==> src/rtl/tpmh_ram.sv <==
module tpmh_ram #(
  parameter int WIDTH = 32,
  parameter int DEPTH = 64
) (
  input  logic                     clk,
  input  logic                     we,
  input  logic [$clog2(DEPTH)-1:0] waddr,
  input  logic [WIDTH-1:0]         wdata,
  input  logic [$clog2(DEPTH)-1:0] raddr,
  output logic [WIDTH-1:0]         rdata
);

  logic [WIDTH-1:0] mem [DEPTH];

  always_ff @(posedge clk) begin
    if (we) begin
      mem[waddr] <= wdata;
    end
    rdata <= mem[raddr];
  end

endmodule

==> config.mk <==
export PLATFORM = sky130hd
export DESIGN_NAME = tpmh_ram
export DESIGN_NICKNAME = d
export VERILOG_FILES = /design/src/rtl/tpmh_ram.sv
export SDC_FILE = /design/constraint.sdc
export NUM_CORES = 2
export LEC_CHECK = 0
export BUFFER_PORTS_ARGS = -buffer_cell sky130_fd_sc_hd__buf_2
export CORE_UTILIZATION = 55
export CTS_CLUSTER_DIAMETER = 150
export DETAILED_ROUTE_END_ITERATION = 8
export PLACE_DENSITY = 0.71
export SETUP_SLACK_MARGIN = 0.3
export SYNTH_ARGS = -nofsm -noshare
export SYNTH_HDL_FRONTEND = slang
export SYNTH_SLANG_ARGS = --single-unit
export TNS_END_PERCENT = 30
==> constraint.sdc <==
create_clock -name clk -period 5 [get_ports clk]
set_input_delay 0.75 -clock clk [delete_from_list [all_inputs] [get_ports clk]]
set_output_delay 0.75 -clock clk [all_outputs]
set_load 0.03 [all_outputs]
After elaboration in Yosys (flattened, before gate mapping)
Memory sizes are Yosys's and may differ from the RTL's. A register that Yosys moved wholly into a read port is not among the register bits.
Cells that the tools add are included.
{ "word_totals": {"output_inout_bits": 32, "in_bits": 46, "ram_bits": 2048, "n_memories": 1, "register_bits": 0, "wordCells": 3} }
{ "op_classes": {"muxes": 2} }
{ "memory_table": {"columns": ["name", "words", "width", "read_ports", "rd_clocked_by_memory_dff", "wr", "line", "source"], "rows": [
  ["mem", 64, 32, 1, 1, 1, "13", "logic [WIDTH-1:0] mem [DEPTH];"]
]} }
{ "op_table": {"columns": ["operator", "count"], "rows": [
  ["$mux 1", 2]
]} }

Longest topological paths before layout
{ "depth": {"word_depth": 2, "mapped_depth": 10, "depth_no_buf": 5} }

Worst setup path before layout
No wires, ideal clock.
{ "synth_path": {"path_kind": "in2reg", "start": "input waddr[3]", "end": "memory mem[48][0], enable pin", "required_ns": 4.539, "n_path_buf": 1, "arrival_time_ns": 3.449, "stages": 4, "setup_slack_ns": 1.090, "setup_ns": 0.461, "path_cell_list": "clkbuf_1 -> nor2b_1 -> nand4b_1 -> nor3_1"} }
{ "synth_lines": {"columns": ["item", "line", "source"], "rows": [
  ["from (decl)", "7", "input logic [$clog2(DEPTH)-1:0] waddr,"],
  ["to (decl)", "13", null]
]} }
Straight into the memory's write port.

==> results.cfg <==
[synth]
syn_area_mm2 = 0.0785
yosysSeqAreaShare = 0.791
avgSynthCellArea_um2 = 23.6
syn_inst = 3324
yosys_warnings = 0
yosysUniqueCellTypes = 34
synth_seq_cells = 2080
syn_nets = 3370

[layout]
syn_to_final_growth_pct = 12.7
drive_gt1_frac = 0.298
finalNetCount = 3613
post-route-util = 0.625
final_area_mm2 = 0.0885
layout.cells.non_filler = 5632

[critical_path]
r2r_start = mem[28][30]
r2r-end = rdata[30]
startpoint = raddr[0]
critical_path_peak_fanout = 49
arrival_ns = 3.72
crit_path_top_delay_cell = o22ai_1
path_class = in -> reg
max_stage_delay_ns = 0.72
rrSetupSlack_ns = 2.64
critPathRequiredTime_ns = 5.64
reg2reg_depth = 4
cp_common_cell = mux4_2
crit_path_end_kind = flop
setup.worst_path.end = rdata[30]
worstSetupStartpointType = input port
crit_chain = buf_8 > buf_12 > mux4_2 > mux4_2 > o22ai_1 > nor2_1

[cts]
htreeDepth = 4
cts_root_buf = clkbuf_16
postCtsHoldBufs = 0
clkTransAtPathRegs_ns = 0.06
cts_resized = 0
cts_made_buffers = 198
cts_max_path_buffers = 3
cts_tree = done
cts_setup_buffers = 0
cts.sinks = 2080
insertion_delay_ns = 0.83

[sta]
fmax_mhz = 326
skew_ns = 0.0362
worst_slew_pin_slew_ns = 1.26
setup_slack_ns = 1.93
holdWs_ns = 0.291
max-slew-margin-rel = 0.161
rsz0062_at_grt = false
finalHoldViolations = 0
finalCritPeriodShare = 0.614
drv_slew = 0
fin_crit_ns = 3.07
setup_viol = 0
setup-tns-final_ns = 0

[global_route]
grt_pass1_vias = 37100
grt_pass1_wl_um = 270000
antenna_found_initial = 13
track_usage = 0.265
overflow = 0
grt_max_degree = 65

[detailed_routing]
vias = 37000
route.detailed.drc = 0
post_drt_wl_per_cell_um = 33.5
drt_iter0_drc = 4892
drtPass1Iterations = 5
wirelength_um = 188000
vias_per_cell = 6.57
final_antenna_net_count = 0

[run_status]
outcome = completed

[power_and_ir_drop]
finalPower_mw = 35.6
vdd_drop_max_mv = 0.313
p_per_area_mw_per_mm2 = 402
leakagePower_nw = 27.6

[placement]
gp_congestion = 0.799
port_buffers = 77
dpl-instance-area_mm2 = 0.0823
pre_cts_ws_ns = 0.975
post-dp-hpwl_um = 108000
numPlacedInstances = 5257

[job]
drv_cap = 0

[floorplan]
die_height_um = 380
rows = 138
die_w_um = 380
num_io_pins = 78
die_area_mm2 = 0.144
core_mm2 = 0.142
initial_core_util = 0.555

[hold_path]
worstHoldPathType = in -> reg
## Yosys cell counts (all sizes together)
library cell / count / area (µm²)
o32ai: 4 / 35.0
a31oi: 1 / 6.26
nand4b: 1 / 8.76
a22oi: 12 / 90.1
buf: 108 / 608
mux4: 544 / 12300
o221ai: 27 / 236
and2: 2 / 12.5
and3: 4 / 25.0
nand2: 26 / 97.6
nand3: 5 / 25.0
or2: 3 / 18.8
nor2: 137 / 514
a21oi: 62 / 310
edfxtp: 2048 / 61500
clkbuf: 74 / 278
o22ai: 84 / 526
dfxtp: 32 / 641
nor3: 7 / 35.0
nand2b: 8 / 50.1
mux2i: 93 / 931
or3: 3 / 18.8
nor2b: 15 / 93.8
or3b: 5 / 43.8
a41o: 4 / 40.0
a311oi: 8 / 70.1
nand3b: 5 / 37.5
nand4: 2 / 12.5
## critical path, delay by kind of cell
kind | cells | cell delay (ns)
buffers and inverters | 2 | 0.89
multiplexers | 2 | 1.07
AND/OR/NAND/NOR | 1 | 0.14
AO/OA/AOI/OAI | 1 | 0.72
## cell families (layout without fill, tap and decap cells)
kind of cell           count (synthesis)  in the layout  synth area share
AO/OA/AOI/OAI                        202            202            0.0167
buffers and inverters                182            595            0.0113
flip-flops                          2080           2080             0.791
multiplexers                         637            637             0.168
other                                  0              5                 0
AND/OR/NAND/NOR                      223            223            0.0127
## report_power, final
| part | total, mW | switching (mW) | leakage (nW) | internal (mW) |
|---|---|---|---|---|
| logic | 1.76 | 1.12 | 5.83 | 0.647 |
| registers | 19.4 | 0.0913 | 18.7 | 19.3 |
| clock network | 14.4 | 6.27 | 3.05 | 8.13 |
| total | 35.6 | 7.48 | 27.6 | 28.1 |
## per-layer routing
metal,vias up,share of wire,global-route usage
li1,14800,-,-
met1,19800,0.39,0.387
met2,2136,0.47,0.403
met3,294,0.11,0.0583
met4,12,0.030,0.0880
met5,-,0.00039,0
## cell type report
class	instances	area, µm²
Clock buffer	282	5550
Fill cell	9229	53100
Timing Repair Buffer	225	1810
Sequential cell	2080	62100
Antenna cell	5	12.5
Clock inverter	88	682
Multi-Input combinational cell	1062	16000
Tap cell	1890	2360
## cell usage in the layout (no fill, tap or decap), types with 5 or more instances in the layout
cell type	synthesis	layout
a21oi_1	62	62
a22oi_1	12	12
a311oi_1	8	8
buf_12	0	22
buf_2	57	73
buf_4	25	126
bufinv_16	0	8
clkbuf_1	74	63
clkbuf_16	0	204
clkbuf_8	0	15
clkinv_1	0	31
clkinv_2	0	32
clkinvlp_4	0	5
dfxtp_1	32	32
diode_2	0	5
edfxtp_1	2048	2048
inv_6	0	9
mux2i_1	93	93
mux4_2	544	544
nand2_1	26	26
nand2b_1	8	7
nand3_1	5	5
nand3b_1	5	5
nor2_1	137	75
nor2_4	0	62
nor2b_1	15	15
nor3_1	7	5
o221ai_1	27	27
o22ai_1	84	84
## flip-flops by register name, indices dropped and copies added, names as in the netlist
signal  count
mem      2048
rdata      32
## worst min-delay path by stage
stage	startpoint	to	slack, ns	cells after the start
6_report	wdata[2]	mem[39][2]	0.29	1
5_1_grt	wdata[2]	mem[37][2]	0.28	1
4_1_cts	wdata[2]	mem[36][2]	0.23	1
3_5_place_dp	mem[29][17]	rdata[17]	0.72	4
3_3_place_gp	mem[12][8]	rdata[8]	0.70	4
2_1_floorplan	mem[12][17]	rdata[17]	0.66	4
Power figures use the tool's default switching activity.
